--- src/ddf_pkg.sv ---
// ----------------------------------------------------------------------------
// ddf_pkg: shared types and constants of the decimal display formatter
// Item structs, the context carried down the digit cells and the ASCII codes.
// ----------------------------------------------------------------------------
package ddf_pkg;

    localparam int unsigned ValueW     = 16;
    localparam int unsigned PointW     = 3;
    localparam int unsigned ByteW      = 8;
    localparam int unsigned NumDigits  = 4;
    localparam int unsigned DigitW     = 4;
    localparam int unsigned RemW       = 10;
    localparam int unsigned QuotW      = 7;
    localparam int unsigned RunW       = 3;
    localparam int unsigned NumCells   = NumDigits + 2;

    // floor(v / 1000) == (v * Recip) >> RecipShift for every 16-bit v.
    localparam int unsigned Thousand   = 1000;
    localparam int unsigned Recip      = 67109;
    localparam int unsigned RecipShift = 26;
    localparam int unsigned DigitStep  = 100;
    localparam int unsigned MaxDigit   = 9;

    localparam logic [PointW-1:0] MaxPoint = 3'd4;
    localparam logic [PointW-1:0] NoPoint  = 3'd0;
    localparam logic [RunW-1:0]   RunShort = 3'd5;
    localparam logic [RunW-1:0]   RunLong  = 3'd6;

    localparam logic [ByteW-1:0] CharZero  = 8'h30;
    localparam logic [ByteW-1:0] CharPoint = 8'h2E;
    localparam logic [ByteW-1:0] CharSpace = 8'h20;

    localparam logic KindCmd  = 1'b0;
    localparam logic KindChar = 1'b1;

    typedef struct packed {
        logic [ValueW-1:0] value;
        logic [PointW-1:0] point_position;
        logic [ByteW-1:0]  cursor_command;
    } t_in_item;

    typedef struct packed {
        logic             kind;
        logic [ByteW-1:0] byte_out;
        logic             last;
    } t_out_item;

    // Digits enter at the low nibble and move up one nibble per digit cell.
    typedef struct packed {
        logic [PointW-1:0]           point;
        logic [ByteW-1:0]            cmd;
        logic [NumDigits*DigitW-1:0] digits;
    } t_ctx;

    typedef struct packed {
        logic             kind;
        logic [ByteW-1:0] data;
    } t_cell;

endpackage

--- src/ddf_digit_cell.sv ---
// ----------------------------------------------------------------------------
// ddf_digit_cell: one decimal digit per cell
// Takes a remainder below 1000, emits its hundreds digit and hands the
// remainder times ten to the next cell.
// ----------------------------------------------------------------------------
module ddf_digit_cell (
    input  logic                       i_clk,
    input  logic                       i_rst_n,
    input  logic                       i_en,
    input  logic                       i_valid,
    input  logic [ddf_pkg::RemW-1:0]   i_x,
    input  ddf_pkg::t_ctx              i_ctx,
    output logic                       o_valid,
    output logic [ddf_pkg::RemW-1:0]   o_x,
    output ddf_pkg::t_ctx              o_ctx
);
    import ddf_pkg::*;

    logic                r_valid;
    logic [RemW-1:0]     r_x;
    t_ctx                r_ctx;

    logic [DigitW-1:0]   w_digit;
    logic [RemW-1:0]     w_sub;
    logic [RemW-1:0]     w_rem;
    logic [RemW-1:0]     n_x;
    t_ctx                n_ctx;

    always_comb begin
        w_digit = '0;
        w_sub   = '0;
        for (int m = 1; m <= MaxDigit; m++) begin
            if (i_x >= RemW'(m * DigitStep)) begin
                w_digit = DigitW'(m);
                w_sub   = RemW'(m * DigitStep);
            end
        end
        w_rem = i_x - w_sub;
        // The remainder is below 100, so times ten stays below 1000.
        n_x   = {w_rem[6:0], 3'b000} + RemW'({w_rem[6:0], 1'b0});
        n_ctx        = i_ctx;
        n_ctx.digits = {i_ctx.digits[(NumDigits-1)*DigitW-1:0], w_digit};
    end

    always_ff @(posedge i_clk) begin
        if (!i_rst_n) begin
            r_valid <= 1'b0;
        end else if (i_en) begin
            r_valid <= i_valid;
        end
    end

    always_ff @(posedge i_clk) begin
        if (i_en) begin
            r_x   <= n_x;
            r_ctx <= n_ctx;
        end
    end

    assign o_valid = r_valid;
    assign o_x     = r_x;
    assign o_ctx   = r_ctx;

endmodule

--- src/ddf_byte_cell.sv ---
// ----------------------------------------------------------------------------
// ddf_byte_cell: one byte of the output run
// Loads its byte of a new run, or takes its neighbor's byte when the head
// of the run has been taken.
// ----------------------------------------------------------------------------
module ddf_byte_cell (
    input  logic           i_clk,
    input  logic           i_load,
    input  logic           i_shift,
    input  ddf_pkg::t_cell i_load_data,
    input  ddf_pkg::t_cell i_next,
    output ddf_pkg::t_cell o_data
);
    import ddf_pkg::*;

    t_cell r_data;

    always_ff @(posedge i_clk) begin
        if (i_load) begin
            r_data <= i_load_data;
        end else if (i_shift) begin
            r_data <= i_next;
        end
    end

    assign o_data = r_data;

endmodule

--- src/decimal_display_formatter.sv ---
// ----------------------------------------------------------------------------
// decimal_display_formatter: binary value to a framed four-digit display run
// Splits the value into ASCII digits, inserts the point, blanks leading zeros
// and sends the cursor command followed by the characters.
// ----------------------------------------------------------------------------
// Each input item produces a run of output items on the result channel: the
// cursor command, then four characters, or five when a decimal point is used;
// the last one is flagged. The row of byte cells sends one byte per cycle while
// the sink is ready, and that sets the sustained rate: with steady input and a
// ready sink the runs follow each other with no gap. Conversion runs through an
// input register, a multiply stage for the thousands, a subtract stage and a
// chain of three digit cells, and then the run is loaded into the byte cells.
// New items are taken while a run is still being sent, until the conversion
// stages are full.
module decimal_display_formatter (
    input  logic                i_clk,
    input  logic                i_rst_n,
    input  logic                i_valid,
    output logic                o_ready,
    input  ddf_pkg::t_in_item   i_item,
    output logic                o_valid,
    input  logic                i_ready,
    output ddf_pkg::t_out_item  o_item
);
    import ddf_pkg::*;

    localparam int unsigned NumDigitCells = NumDigits - 1;

    // Pipeline advance: every conversion stage moves when the tail is free.
    logic w_adv;
    logic w_load;
    logic w_take;
    logic w_shift;

    // Input stage.
    logic              r0_valid;
    logic [ValueW-1:0] r0_v;
    logic [PointW-1:0] r0_p;
    logic [ByteW-1:0]  r0_cmd;

    // Thousands quotient stage.
    logic [ValueW+RecipShift-10:0] w_prod;
    logic              r1_valid;
    logic [ValueW-1:0] r1_v;
    logic [QuotW-1:0]  r1_q;
    logic [PointW-1:0] r1_p;
    logic [ByteW-1:0]  r1_cmd;

    // Remainder stage.
    logic [ValueW:0]   w_qk;
    logic [ValueW:0]   w_diff;
    logic [DigitW-1:0] w_d0;
    logic              r2_valid;
    logic [RemW-1:0]   r2_x;
    t_ctx              r2_ctx;

    // Digit cell chain.
    logic              w_cv [NumDigitCells+1];
    logic [RemW-1:0]   w_cx [NumDigitCells+1];
    t_ctx              w_cc [NumDigitCells+1];

    // Formatting and output run.
    t_ctx              w_tail;
    logic [PointW-1:0] w_pc;
    logic [ByteW-1:0]  w_a    [NumDigits];
    logic [ByteW-1:0]  w_seq  [NumDigits+1];
    logic              w_go;
    logic [RunW-1:0]   n_left;
    logic [RunW-1:0]   r_left;
    t_cell             w_load_data [NumCells];
    t_cell             w_cell      [NumCells];
    t_cell             w_next      [NumCells];

    assign w_take  = o_valid && i_ready;
    assign w_load  = w_cv[NumDigitCells] &&
                     ((r_left == '0) || ((r_left == RunW'(1)) && i_ready));
    assign w_shift = w_take && !w_load;
    assign w_adv   = !w_cv[NumDigitCells] || w_load;
    assign o_ready = w_adv;

    always_ff @(posedge i_clk) begin
        if (!i_rst_n) begin
            r0_valid <= 1'b0;
            r1_valid <= 1'b0;
            r2_valid <= 1'b0;
        end else if (w_adv) begin
            r0_valid <= i_valid;
            r1_valid <= r0_valid;
            r2_valid <= r1_valid;
        end
    end

    assign w_prod = (ValueW+RecipShift-9)'(r0_v) * (ValueW+RecipShift-9)'(Recip);
    assign w_qk   = (ValueW+1)'(r1_q) * (ValueW+1)'(Thousand);
    assign w_diff = (ValueW+1)'(r1_v) - w_qk;
    // Values above 9999 keep the thousands digit at nine.
    assign w_d0   = (r1_q > QuotW'(MaxDigit)) ? DigitW'(MaxDigit) : r1_q[DigitW-1:0];

    always_ff @(posedge i_clk) begin
        if (w_adv) begin
            r0_v          <= i_item.value;
            r0_p          <= i_item.point_position;
            r0_cmd        <= i_item.cursor_command;
            r1_v          <= r0_v;
            r1_q          <= w_prod[RecipShift +: QuotW];
            r1_p          <= r0_p;
            r1_cmd        <= r0_cmd;
            r2_x          <= w_diff[RemW-1:0];
            r2_ctx.point  <= r1_p;
            r2_ctx.cmd    <= r1_cmd;
            r2_ctx.digits <= {{((NumDigits-1)*DigitW){1'b0}}, w_d0};
        end
    end

    assign w_cv[0] = r2_valid;
    assign w_cx[0] = r2_x;
    assign w_cc[0] = r2_ctx;

    for (genvar g = 0; g < NumDigitCells; g++) begin : g_digit
        ddf_digit_cell u_cell (
            .i_clk   (i_clk),
            .i_rst_n (i_rst_n),
            .i_en    (w_adv),
            .i_valid (w_cv[g]),
            .i_x     (w_cx[g]),
            .i_ctx   (w_cc[g]),
            .o_valid (w_cv[g+1]),
            .o_x     (w_cx[g+1]),
            .o_ctx   (w_cc[g+1])
        );
    end

    // The last remainder is spent; only the context of the tail is needed.
    assign w_tail = (w_cx[NumDigitCells] == '0) ? w_cc[NumDigitCells]
                                                : w_cc[NumDigitCells];

    always_comb begin
        w_pc = (w_tail.point > MaxPoint) ? MaxPoint : w_tail.point;
        for (int i = 0; i < NumDigits; i++) begin
            w_a[i] = CharZero + ByteW'(w_tail.digits[(NumDigits-1-i)*DigitW +: DigitW]);
        end
        for (int i = 0; i <= NumDigits; i++) begin
            w_seq[i] = CharSpace;
        end
        case (w_pc)
            3'd1: begin
                w_seq[0] = w_a[0]; w_seq[1] = CharPoint; w_seq[2] = w_a[1];
                w_seq[3] = w_a[2]; w_seq[4] = w_a[3];
            end
            3'd2: begin
                w_seq[0] = w_a[0]; w_seq[1] = w_a[1]; w_seq[2] = CharPoint;
                w_seq[3] = w_a[2]; w_seq[4] = w_a[3];
            end
            3'd3: begin
                w_seq[0] = w_a[0]; w_seq[1] = w_a[1]; w_seq[2] = w_a[2];
                w_seq[3] = CharPoint; w_seq[4] = w_a[3];
            end
            3'd4: begin
                w_seq[0] = w_a[0]; w_seq[1] = w_a[1]; w_seq[2] = w_a[2];
                w_seq[3] = w_a[3]; w_seq[4] = CharPoint;
            end
            default: begin
                w_seq[0] = w_a[0]; w_seq[1] = w_a[1]; w_seq[2] = w_a[2];
                w_seq[3] = w_a[3];
            end
        endcase
        // Blank up to three leading zeros; a point or a nonzero digit stops it.
        w_go = 1'b1;
        for (int k = 0; k < NumDigits - 1; k++) begin
            if (w_go) begin
                if (w_seq[k] == CharZero) begin
                    w_seq[k] = CharSpace;
                end else begin
                    w_go = 1'b0;
                end
            end
        end
        n_left = (w_pc != NoPoint) ? RunLong : RunShort;
    end

    always_comb begin
        w_load_data[0].kind = KindCmd;
        w_load_data[0].data = w_tail.cmd;
        for (int i = 1; i < NumCells; i++) begin
            w_load_data[i].kind = KindChar;
            w_load_data[i].data = w_seq[i-1];
        end
        for (int i = 0; i < NumCells - 1; i++) begin
            w_next[i] = w_cell[i+1];
        end
        w_next[NumCells-1] = '0;
    end

    for (genvar g = 0; g < NumCells; g++) begin : g_byte
        ddf_byte_cell u_cell (
            .i_clk       (i_clk),
            .i_load      (w_load),
            .i_shift     (w_shift),
            .i_load_data (w_load_data[g]),
            .i_next      (w_next[g]),
            .o_data      (w_cell[g])
        );
    end

    always_ff @(posedge i_clk) begin
        if (!i_rst_n) begin
            r_left <= '0;
        end else if (w_load) begin
            r_left <= n_left;
        end else if (w_take) begin
            r_left <= r_left - RunW'(1);
        end
    end

    assign o_valid         = (r_left != '0);
    assign o_item.kind     = w_cell[0].kind;
    assign o_item.byte_out = w_cell[0].data;
    assign o_item.last     = (r_left == RunW'(1));

`ifndef SYNTHESIS
    a_left_range: assert property (@(posedge i_clk) disable iff (!i_rst_n)
        r_left <= RunLong)
        else $error("output run counter out of range");

    a_load_len: assert property (@(posedge i_clk) disable iff (!i_rst_n)
        w_load |=> (r_left == RunShort || r_left == RunLong))
        else $error("run length after load is not 5 or 6");

    a_cmd_first: assert property (@(posedge i_clk) disable iff (!i_rst_n)
        (w_take && o_item.kind == KindCmd) |=> (o_valid && o_item.kind == KindChar))
        else $error("command item not followed by a character item");

    a_last_char: assert property (@(posedge i_clk) disable iff (!i_rst_n)
        (o_valid && o_item.last) |-> (o_item.kind == KindChar))
        else $error("last flag on a command item");

    a_load_start: assert property (@(posedge i_clk) disable iff (!i_rst_n)
        w_load |=> (o_item.kind == KindCmd))
        else $error("new run does not start with the command item");
`endif

endmodule
--- config.mk ---
export PLATFORM = sky130hd
export DESIGN_NAME = decimal_display_formatter
export DESIGN_NICKNAME = d
export VERILOG_FILES = /design/src/ddf_pkg.sv /design/src/ddf_digit_cell.sv /design/src/ddf_byte_cell.sv /design/src/decimal_display_formatter.sv
export SDC_FILE = /design/constraint.sdc
export NUM_CORES = 1
export LEC_CHECK = 0
export ABC_AREA = 1
export ABC_CLOCK_PERIOD_IN_PS = 8400
export BUFFER_PORTS_ARGS = -buffer_cell sky130_fd_sc_hd__buf_4
export CORE_MARGIN = 10
export CORE_UTILIZATION = 55
export CTS_CLUSTER_DIAMETER = 40
export DETAILED_ROUTE_END_ITERATION = 8
export GPL_ROUTABILITY_DRIVEN = 0
export HOLD_SLACK_MARGIN = 0.15
export PLACE_DENSITY = 0.72
export SYNTH_ARGS = -nofsm -noshare
export SYNTH_HDL_FRONTEND = slang
export SYNTH_SLANG_ARGS = --single-unit
--- constraint.sdc ---
create_clock -name i_clk -period 8.4 [get_ports i_clk]
set_input_delay 1.68 -clock i_clk [delete_from_list [all_inputs] [get_ports i_clk]]
set_output_delay 1.68 -clock i_clk [all_outputs]
set_load 0.01 [all_outputs]
== Yosys cells after proc, flatten, opt, wreduce, memory -nomap -nowiden ==
Cells that the tools add are included.
Word-level totals
  register bits: 232
  input port bits: 31
Operators by class
  mux-type cells: 68
  reduce and logical (&&, ||, !) cells: 17
  $add $sub $neg: 10
  $mul: 2
  equality and inequality tests: 8
  magnitude comparators: 29
Operator list (count)
  $mux 7: 19
  $mux 8: 16
  $ge 10x10->1 const B: 12
  $ge 10x9->1 const B: 9
  $pmux 23 s3: 1
  $mux 3: 15
  $mul 16x17->33 const B: 1
  $ge 10x7->1 const B: 3
  $ge 10x8->1 const B: 3
  $add 6x4->7 const A: 4
  $add 10x8->10: 2
  $eq 8x6->1 const B: 2
  $mux 2: 7
  $pmux 7 s2: 1
  $sub 7x7->7: 2
  $sub 10x10->10: 1
  $mux 1: 9
  $eq 7x6->1 const B: 1
  $gt 7x4->1 const B: 1
  $mul 7x3->7 const B: 1
  $eq 3x1->1 const B: 2
  $eq 3x2->1 const B: 2
  $reduce_bool 3->1: 2
  $reduce_or 2->1: 3
  other kinds (9): 15

== Longest topological paths before layout ==
Gate-level depths: netlist of the first run.
  depth in word-level cells: 12
  depth in mapped cells: 26
  depth with buffers taken out: 26

== Hierarchy ==
A second synthesis of the first run with hierarchy kept.
Unflattened totals
  cells, all modules: 1466
  area total of the unflattened synthesis: 14949.3 um^2
Modules (own cells, without submodules)
  decimal_display_formatter: area an instance 7362.1 um^2, times used 1, seq. area each 2522.4 um^2, cells an instance 782
  ddf_digit_cell at g_digit[1].u_cell ...: area an instance 1747.9 um^2, times used 2, seq. area each 1101.1 um^2, cells an instance 150
  ddf_byte_cell: area an instance 392.9 um^2, times used 6, seq. area each 270.3 um^2, cells an instance 39
  ddf_digit_cell at g_digit[0].u_cell: area an instance 1734.2 um^2, times used 1, seq. area each 1101.1 um^2, cells an instance 150

== Least setup slack after synthesis of the first run ==
No wires, ideal clock.
  path type: input to output
  start: in i_ready
  end: out o_ready
  buffers on the path: 0
  data arrival time: 5.615 ns
  setup slack: 1.105 ns
  stages on the path: 4
  data required time: 6.720 ns
  cell sequence: nand2_1 -> nand2_2 -> inv_1 -> nand2_1
Between the ends
  cells in the longest elaborated chain, start to end: 4
Ends and longest elaborated chain
  start, declared: line decimal_display_formatter.sv:22  | input logic i_ready,
  $logic_and 1x1->1: line decimal_display_formatter.sv:76  | ((r_left == '0) || ((r_left == RunW'(1)) && i_ready));
  $logic_or 1x1->1: line decimal_display_formatter.sv:76
  $logic_and 1x1->1: line decimal_display_formatter.sv:75  | assign w_load = w_cv[NumDigitCells] &&
  $logic_or 1x1->1: line decimal_display_formatter.sv:78  | assign w_adv = !w_cv[NumDigitCells] || w_load;
  end, declared: line decimal_display_formatter.sv:19  | output logic o_ready,
No other way between the ends.

== Worst setup path in the final report of the first run ==
  start: reg r0_v[15]
  end: reg r1_q[1], data pin
Between the ends
  cells in the longest elaborated chain, start to end: 1
Ends and longest elaborated chain
  start, declared: line decimal_display_formatter.sv:37  | logic [ValueW-1:0] r0_v;
  start signal, assigned: line decimal_display_formatter.sv:101  | r0_v <= i_item.value;
  $mul 16x17->33: line decimal_display_formatter.sv:93  | assign w_prod = (ValueW+RecipShift-9)'(r0_v) * (ValueW+RecipShift-9)'(Recip);
  named net w_prod[27]: line decimal_display_formatter.sv:42  | logic [ValueW+RecipShift-10:0] w_prod;
  end signal, assigned: line decimal_display_formatter.sv:105  | r1_q <= w_prod[RecipShift +: QuotW];
  end, declared: line decimal_display_formatter.sv:45  | logic [QuotW-1:0] r1_q;
The timed path passes the listed nets, and every way through them passes these cells.
A chain may end at the register's enable or synchronous reset.

==> run metrics, run 1 <==
die area 30100 um^2; Final HPWL DP 17100 um; RSZ-0062 raised after global routing false; Crit. End Element flop; Global Route Usage Sum 15.4%; CTS tree built; leakage power 6.99 nW; dominant cells by area after synthesis edfxtp_1, ha_1, nand2_1, fa_1, inv_1; status finished, final reports clean; DIE WIDTH 173 um; TritonCTS buffer count 31; initial antenna violation count 0; Reg clk slew, reported paths 0.06 ns; slowest CP cell fa_1; Largest stage delay, worst path 0.56 ns; Post-CTS Setup Bufs 0; Layout Utilization 63.1%; WHS Path Cells 0; Netlist cell types 39; Final period util 55.7%; vias post-DR 8397; Mapped Cells 1222; Pwr Density 407 nW/um^2; Vias/cell 5.14; clock latency on the worst-skew pair 0.55 ns; syn_area_per_cell 10.6 um^2; Post-synth top flop edfxtp_1; nets@finish 1533; Slew Limit Fails 0; Tightest Pin Transition 0.865 ns; Design Power 5.99 mW; Slew HR 42.3%; Post-synth EDFFs 204; Die Height 173 um; first-pass GRT wire length 39200 um; largest net degree at the start of global routing 67; met3 usage 2.50%; GRT met2 Usage 28.2%; skew final 0.00958 ns; accumulated negative setup slack 0 ns; worst hold slack 0.412 ns; 1st-pass router iterations 5; routed wire length 23100 um; met1 global-route usage 18.3%; Worst R2R Path Depth 17; I/O Pins 43; cell repeated most along the worst path fa_1; critical path arrival 4.98 ns; fraction of layout instances using a drive strength above 1 9.12%; min Tclk post-route 4.68 ns; Yosys top cell by area edfxtp_1; Max-cap violations 0; CTS HTree Levels 1; top fanout value on the critical path 7; Core Region 23300 um^2; Antenna Diode Count 0; Root Driver clkbuf_16; number of DRC markers in iteration 0 507; Post-synth ARST share 0%; critical path type reg -> reg; DR WL/cell 14.2 um; final setup vio count 0; VDD IR max 0.260 mV; # hold bufs at CTS 0; Post-Syn Area 12900 um^2; Starting Density 55.4%; Synth Register Bits 219; # rows 56; CP Launch Type flop; Num Clock Sinks 219; grt total ovfl 0; Hold Fails Final Rpt 0; CTS Buffer Depth 3; DRC 0; port bufs 42; Mapped Nets 1464; number of global-route vias before repair 8449; post-route antenna net violation count 0; Syn-to-layout area delta 13.9%; post-synth top area share 47.4%; CP required 8.71 ns; HP Class reg -> reg; Max Freq 0.214 GHz; Synth warnings 0; CP cell instances ha_1 > fa_1 > inv_1 > fa_1 > fa_1 > inv_1 > fa_1 > ha_1 > ha_1 > nand2_1 > inv_1 > nand3_1 > a21oi_1 > o21ai_0 > and2_1 > nand3_1 > nand2_1; sequential cell area fraction in the yosys report 49.7%; CTS resizes 0; GR peak layer met2
area by class of cell:
class | count | area (um^2)
clock buffer | 33 | 783
clock inverter | 25 | 299
fill | 1857 | 8610
inverter | 208 | 781
multi-input combinational | 786 | 5700
sequential | 219 | 6430
tap | 319 | 399
timing repair buffer | 45 | 338
final timing paths:
kind / start / slack [ns] / endpoint
min: g_digit[1].u_cell.o_ctx[10] / 0.41 / g_digit[2].u_cell.o_ctx[14]
max reg2reg: r0_v[15] / 3.72 / r1_q[1]
min reg2reg: g_digit[1].u_cell.o_ctx[10] / 0.41 / g_digit[2].u_cell.o_ctx[14]
max: r0_v[15] / 3.72 / r1_q[1]
through the flow:
stage / worst slack, ns / cell area, um^2 / cells
after floorplan: 1.11 / 12900 / 1222
after global placement: 3.91 / 13600 / 1577
after detailed placement: 3.86 / 13600 / 1577
after CTS: 3.77 / 14700 / 1635
after global routing: 3.55 / 14700 / 1635
final: 3.72 / 14700 / 1635
cells by family (layout without fill, tap and decap cells):
family | Yosys count | in the layout | synth area share, %
AO/OA/AOI/OAI | 141 | 141 | 6.09
XOR/XNOR | 22 | 22 | 1.49
adder cells (fa/ha/maj) | 211 | 211 | 23.0
buffers and inverters | 217 | 311 | 6.38
flip-flops | 219 | 219 | 49.7
AND/OR/NAND/NOR | 412 | 412 | 13.3
power breakdown:
part	leakage [nW]	switching, mW	internal [mW]
Sequential	2.24	0.175	1.68
Combinational	4.23	1.68	1.15
Clock	0.522	0.527	0.772
Total	6.99	2.39	3.60
metal layers:
| layer | wire length [um] | part of all wire (%) |
|---|---|---|
| met2 | 12000 | 52 |
| met5 | 0 | 0 |
| met1 | 9720 | 42 |
| met3 | 946 | 4.1 |
| met4 | 514 | 2.2 |
cell usage after synthesis, drive strengths merged, types with 3 or more instances:
| library cell | n |
|---|---|
| a21o | 6 |
| a21oi | 61 |
| a31oi | 8 |
| buf | 7 |
| dfxtp | 15 |
| edfxtp | 204 |
| fa | 45 |
| ha | 166 |
| inv | 208 |
| nand2 | 254 |
| nand3 | 45 |
| nand3b | 6 |
| nand4 | 6 |
| nor2 | 86 |
| nor3 | 6 |
| o211ai | 8 |
| o21ai | 46 |
| o221ai | 3 |
| or2 | 6 |
| xnor2 | 8 |
| xor2 | 14 |
worst max-delay path: cells and delay by family, from the launching register on:
family / cells / cell delay, ns
AOI/OAI and AO/OA: 2 / 0.29
buffers and inverters: 3 / 0.22
DFF: 1 / 0.52
and+or+nand+nor: 5 / 0.55
adders and majority gates: 7 / 2.85
layout by cell type, fill, tap and decap left out, drive strengths merged, types with 11 or more instances in the layout:
cell type and n:
a21oi 61, ha 166, nand2 254, fa 45, clkinv 11, edfxtp 204, xor2 14, dfxtp 15
buf 45, inv 218, o21ai 46, clkbuf 33, nand3 45, nor2 86
flip-flops by register name, indices dropped and copies added (netlist names):
signal / count
r0_v: 16
g_digit.u_cell.o_x: 17
r1_valid: 1
r_left: 3
r1_q: 7
g_byte.u_cell.o_data: 44
r1_v: 10
r2_x: 10
r0_p: 3
g_digit.u_cell.o_ctx: 69
r2_ctx: 15
r1_p: 3
r0_valid: 1
r0_cmd: 8
r2_valid: 1
g_digit.u_cell.o_valid: 3
r1_cmd: 8
Note: power is estimated with default switching activity, not from simulation.
==> run 2, diff against run 1 <==
ABC_CLOCK_PERIOD_IN_PS = 3800   (was 8400)
PLACE_DENSITY = 0.75   (was 0.72)
clock period = 3.8 ns   (was 8.4 ns; I/O delays follow)
==> run metrics, run 2 (synthesized netlist as in run 1, its figures left out) <==
failing checks negative setup slack; CP required 4.10 ns (-4.61 ns); Num Clock Sinks 219 (unchanged); I/O Pins 43 (unchanged); Final period util 111% (+55 points); Buf/Inv on CP 3 (unchanged); net switching share of the total power 40.1% (+0.23 points); Internal Power 8.84 mW (+150%); initial antenna violation count 0 (unchanged); CTS tree built; Place WS -0.429 ns (-4.29 ns); CP Launch Type flop; Pwr Density 930 nW/um^2 (+130%); VDD IR max 0.660 mV (+150%); Layout Cells excl Fill 1698 (+3.9%); number of fillers in the final layout 1713 (-7.8%); placed cells 1617 (+2.5%); CP delay by family, top adder cells; Vias/cell 5.22 (+1.7%); max reg flops 69 (unchanged); nets@finish 1597 (+4.2%); Finished Cell Area 15900 um^2 (+7.7%); CTS Buffer Depth 3 (unchanged); Hold Fails Final Rpt 0 (unchanged); DIE WIDTH 173 um (unchanged); Logic pwr share 53.2% (+5.8 points); Slew HR 37.2% (-5.1 points); commonest non-fill, non-tap cell in the layout nand2_1; largest net degree at the start of global routing 170 (+150%); CP cell instances ha_4 > inv_1 > fa_1 > inv_1 > fa_1 > ha_4 > fa_1 > ha_4 > nand2_1 > inv_2 > nand2_1 > nor2_1 > nor2_1 > nand2_1 > nand2_1 > nand2_1 > nand2_1 > nand2_1; 1st-pass router iterations 5 (unchanged); cell repeated most along the worst path nand2_1; Slew Limit Fails 0 (unchanged); HP Class in -> reg; fraction of layout instances using a drive strength above 1 21.1% (+12 points); Largest stage delay, worst path 0.61 ns (+0.05 ns); Antenna Diode Count 0 (unchanged); critical path type reg -> reg; leakage power 7.31 nW (+4.5%); grt total ovfl 0 (unchanged); clock network fraction of design power 19.2% (-2.5 points); Core Region 23300 um^2 (unchanged); RSZ-0062 raised after global routing true; Crit. End Element flop; top fanout value on the critical path 4 (-3); commonest cells after routing, fill and taps aside nand2_1, edfxtp_1, inv_1; skew final 0.0155 ns (+0.00593 ns); routed wire length 25800 um (+12%); DR WL/cell 15.2 um (+7.4%); net load switching power 5.91 mW (+150%); min Tclk post-route 4.22 ns (-0.453 ns); final setup vio count 7 (+7); first-pass GRT wire length 42000 um (+6.9%); slowest CP cell fa_1; Root Driver clkbuf_16; worst setup margin -0.422 ns (-4.15 ns); Max-cap violations 0 (unchanged); critical path arrival 4.53 ns (-0.45 ns); number of global-route vias before repair 9030 (+6.9%); status complete, but fails checks; Reg clk slew, reported paths 0.06 ns (about the same); number of DRC markers in iteration 0 572 (+13%); CTS HTree Levels 1 (unchanged); post-route antenna net violation count 0 (unchanged); Max Freq 0.237 GHz (+11%); # hold bufs at CTS 0 (unchanged); Tightest Pin Transition 0.942 ns (+0.0761 ns); sequential power share 27.6% (-3.3 points); vias post-DR 8869 (+5.6%); Global Route Usage Sum 16.7% (+1.2 points); # rows 56 (unchanged); Final HPWL DP 18400 um (+7.8%); Starting Density 55.4% (unchanged); port bufs 42 (unchanged); TritonCTS buffer count 30 (-3.2%); clock latency on the worst-skew pair 0.56 ns (about the same); DRC 0 (unchanged); Die Height 173 um (unchanged); die area 30100 um^2 (unchanged); Syn-to-layout area delta 22.6%; DP Area 14100 um^2 (+3.7%)
[run 2: cell count changes in the layout (fill, tap and decap cells not counted), moves of 10 or more]
cell | before | now
a21oi_1 | 61 | 44
a21oi_2 | 0 | 13
buf_4 | 45 | 107
ha_1 | 166 | 133
ha_4 | 0 | 28
inv_1 | 202 | 186
inv_2 | 6 | 21
nand2_1 | 244 | 230
nand2_2 | 5 | 15
nor2_1 | 84 | 74
[run 2: power groups by stage]
stage	combinational [mW]	clock (mW)	sequential [mW]
after global routing	8.87	2.99	4.14
after detailed placement	6.94	0	4.10
final	7.85	2.83	4.07
after global placement	6.61	0	4.08
after floorplan	5.25	0	4.01
after CTS	7.17	2.89	4.06
[run 2: path summary, 6_finish.rpt]
path | from | end | slack, ns | cells past startpoint
worst min-delay path | i_item[6] | r0_cmd[6] | 0.37 | 1
worst min register to register | r2_ctx[16] | g_digit[0].u_cell.o_ctx[16] | 0.40 | 0
worst max-delay path | r0_v[12] | r1_q[5] | -0.42 | 18
worst max register to register | r0_v[12] | r1_q[5] | -0.42 | 18
[run 2: metrics by stage]
step	hold slack (ns)	power [mW]	setup TNS (ns)	util [%]
global route	0.354	16.0	-3.32	67.9
detailed placement	0.405	11.0	-2.77	60.6
floorplan	0.400	9.26	-1.45	-
finish	0.375	14.8	-2.50	67.9
CTS	0.350	14.1	-2.55	65.6
global placement	0.400	10.7	-2.47	60.6
[run 2: timing repair]
item                       CTS  global route
pin swaps                   11            44
setup endpoints to repair    7            10
buffers inserted             4            21
gates resized for setup     19            79
[run 2: final cells by class]
type / instances / area (um^2) / share of cell area [%]
sequential: 219 / 6430 / 40.5
inverter: 208 / 783 / 4.94
timing repair buffer: 110 / 846 / 5.34
tap: 319 / 399 / 2.52
multi-input combinational: 786 / 6350 / 40.0
clock inverter: 24 / 293 / 1.85
clock buffer: 32 / 758 / 4.78
[run 2: routing by layer]
layer  up-vias  part of all wire, %  GRT usage, %
met5         -                    0             0
met4         0                  4.3          6.68
met3        81                  3.4          2.48
met2       195                   53          30.9
met1      4210                   39          18.7
li1       4383                    -             -
==> run 3, diff against run 2 <==
PLACE_DENSITY = not set   (was 0.75)
PLACE_DENSITY_LB_ADDON = 0.2   (was not set)
RECOVER_POWER = 100   (was not set)
SLEW_MARGIN = 0   (was not set)
==> run metrics, run 3 (synthesized netlist as in run 1, its figures left out) <==
Final period util 110% (-0.82 points); CTS HTree Levels 1 (unchanged); DRC 0 (unchanged); accumulated negative setup slack -2.13 ns (+0.363 ns); Slew HR -62.8% (-100 points); net load switching power 5.83 mW (-1.3%); Max-cap violations 2 (+2); Pwr Density 926 nW/um^2 (-0.46%); sequential power share 28.0% (+0.4 points); Antenna Diode Count 0 (unchanged); critical path arrival 4.47 ns (-0.06 ns); Crit. End Element flop; number of fillers in the final layout 1766 (+3.1%); DR WL/cell 14.9 um (-1.7%); Layout Utilization 67.3% (-0.61 points); Core Region 23300 um^2 (unchanged); Hold Fails Final Rpt 0 (unchanged); DIE WIDTH 173 um (unchanged); I/O Pins 43 (unchanged); CTS Buffer Depth 3 (unchanged); CP Launch Type flop; Starting Density 55.4% (unchanged); register area 6430 um^2 (unchanged); commonest cells after routing, fill and taps aside nand2_1, edfxtp_1, inv_1; CP required 4.08 ns (-0.02 ns); nets@finish 1598 (+0.063%); Die Height 173 um (unchanged); largest net degree at the start of global routing 173 (+1.8%); vias post-DR 8760 (-1.2%); Reg clk slew, reported paths 0.06 ns (about the same); Internal Power 8.72 mW (-1.4%); number of DRC markers in iteration 0 498 (-13%); 1st-pass router iterations 6 (+1); worst setup margin -0.391 ns (+0.0310 ns); initial antenna violation count 0 (unchanged); fraction of layout instances using a drive strength above 1 18.7% (-2.4 points); Logic pwr share 52.9% (-0.3 points); status complete, but fails checks; # rows 56 (unchanged); port bufs 42 (unchanged); number of global-route vias before repair 9040 (+0.11%); RSZ-0062 raised after global routing true; VDD IR max 0.729 mV (+10%); post-route antenna net violation count 0 (unchanged); failing checks max-capacitance violations, max-slew violations, negative setup slack; HP Class reg -> reg; min Tclk post-route 4.19 ns (-0.0310 ns); top fanout value on the critical path 5 (+1); Root Driver clkbuf_16; Slew Limit Fails 203 (+203); Global Route Usage Sum 16.8% (+0.11 points); critical path type reg -> reg; final setup vio count 7 (unchanged); Num Clock Sinks 219 (unchanged); Tightest Pin Transition 2.43 ns (+1.48 ns); Vias/cell 5.15 (-1.3%); routed wire length 25400 um (-1.6%); net switching share of the total power 40.1% (about the same); max reg flops 69 (unchanged); TritonCTS buffer count 31 (+3.3%); clock network fraction of design power 19.1% (about the same); clock latency on the worst-skew pair 0.54 ns (-0.02 ns); Max Freq 0.239 GHz (+0.74%); die area 30100 um^2 (unchanged); first-pass GRT wire length 42300 um (+0.71%); multi-input logic area 6310 um^2 (-0.57%); Syn-to-layout area delta 21.5%; leakage power 7.22 nW (-1.2%); CTS tree built; commonest non-fill, non-tap cell in the layout nand2_1; skew final 0.0151 ns (-0.000412 ns); Final HPWL DP 18200 um (-1.1%); grt total ovfl 0 (unchanged)
==> run 3: per-layer routing <==
layer | vias up | track usage (%) | wire length, um
li1 | 4390 | - | -
met1 | 4132 | 18.7 | 10100
met2 | 174 | 31.2 | 13500
met3 | 64 | 3.07 | 1020
met4 | 0 | 5.93 | 786
met5 | - | 0 | 0
==> run 3: critical path: stages, from the launching register on <==
cell	delay [ns]
edfxtp_1	0.41
ha_2	0.21
fa_2	0.53
inv_2	0.04
fa_2	0.41
fa_1	0.51
inv_2	0.05
fa_2	0.56
ha_4	0.21
ha_4	0.28
nand2_4	0.06
inv_4	0.07
nand3_4	0.12
a21oi_2	0.14
o21ai_1	0.06
and2_1	0.15
nand3_1	0.06
nand2_1	0.06
==> run 3: final cells by class <==
type	count	share of cell area, %
timing repair buffer	110	4.76
sequential	219	40.9
inverter	208	4.99
clock inverter	25	1.65
multi-input combinational	786	40.2
tap	319	2.54
clock buffer	33	4.99
==> run 3: metrics by stage <==
step                      instances  total power, mW  worst slack [ns]  area [um^2]  hold WS (ns)
after floorplan                1222             9.26            -0.256        13100         0.400
after global placement         1619             10.7            -0.382        14200         0.401
after detailed placement       1619             11.0            -0.455        14200         0.405
after CTS                      1684             14.2            -0.313        15500         0.366
after global routing           1700             15.9            -0.491        15700         0.384
final                          1700             14.6            -0.391        15700         0.411
==> run 3: repair_timing <==
action	in CTS	in global routing
setup buffers	7	16
gates resized for setup	44	48
endpoints found under the setup margin	7	11
pin swaps	27	27
hold buffers	0	0
hold endpoints to repair	0	0
==> run 3: power groups by stage <==
stage | clock network (mW) | registers, mW | logic (mW)
6_report | 2.78 | 4.07 | 7.69
3_3_place_gp | 0 | 4.09 | 6.65
3_5_place_dp | 0 | 4.12 | 6.83
2_1_floorplan | 0 | 4.01 | 5.25
5_1_grt | 2.96 | 4.14 | 8.77
4_1_cts | 2.85 | 4.07 | 7.28
==> run 3: path summary, 6_finish.rpt <==
check | startpoint | endpoint | depth (start not counted) | slack (ns)
setup / recovery | r0_v[15] | r1_q[1] | 17 | -0.39
hold / removal | r1_cmd[3] | r2_ctx[19] | 0 | 0.41
hold reg to reg | r1_cmd[3] | r2_ctx[19] | 0 | 0.41
setup reg to reg | r0_v[15] | r1_q[1] | 17 | -0.39
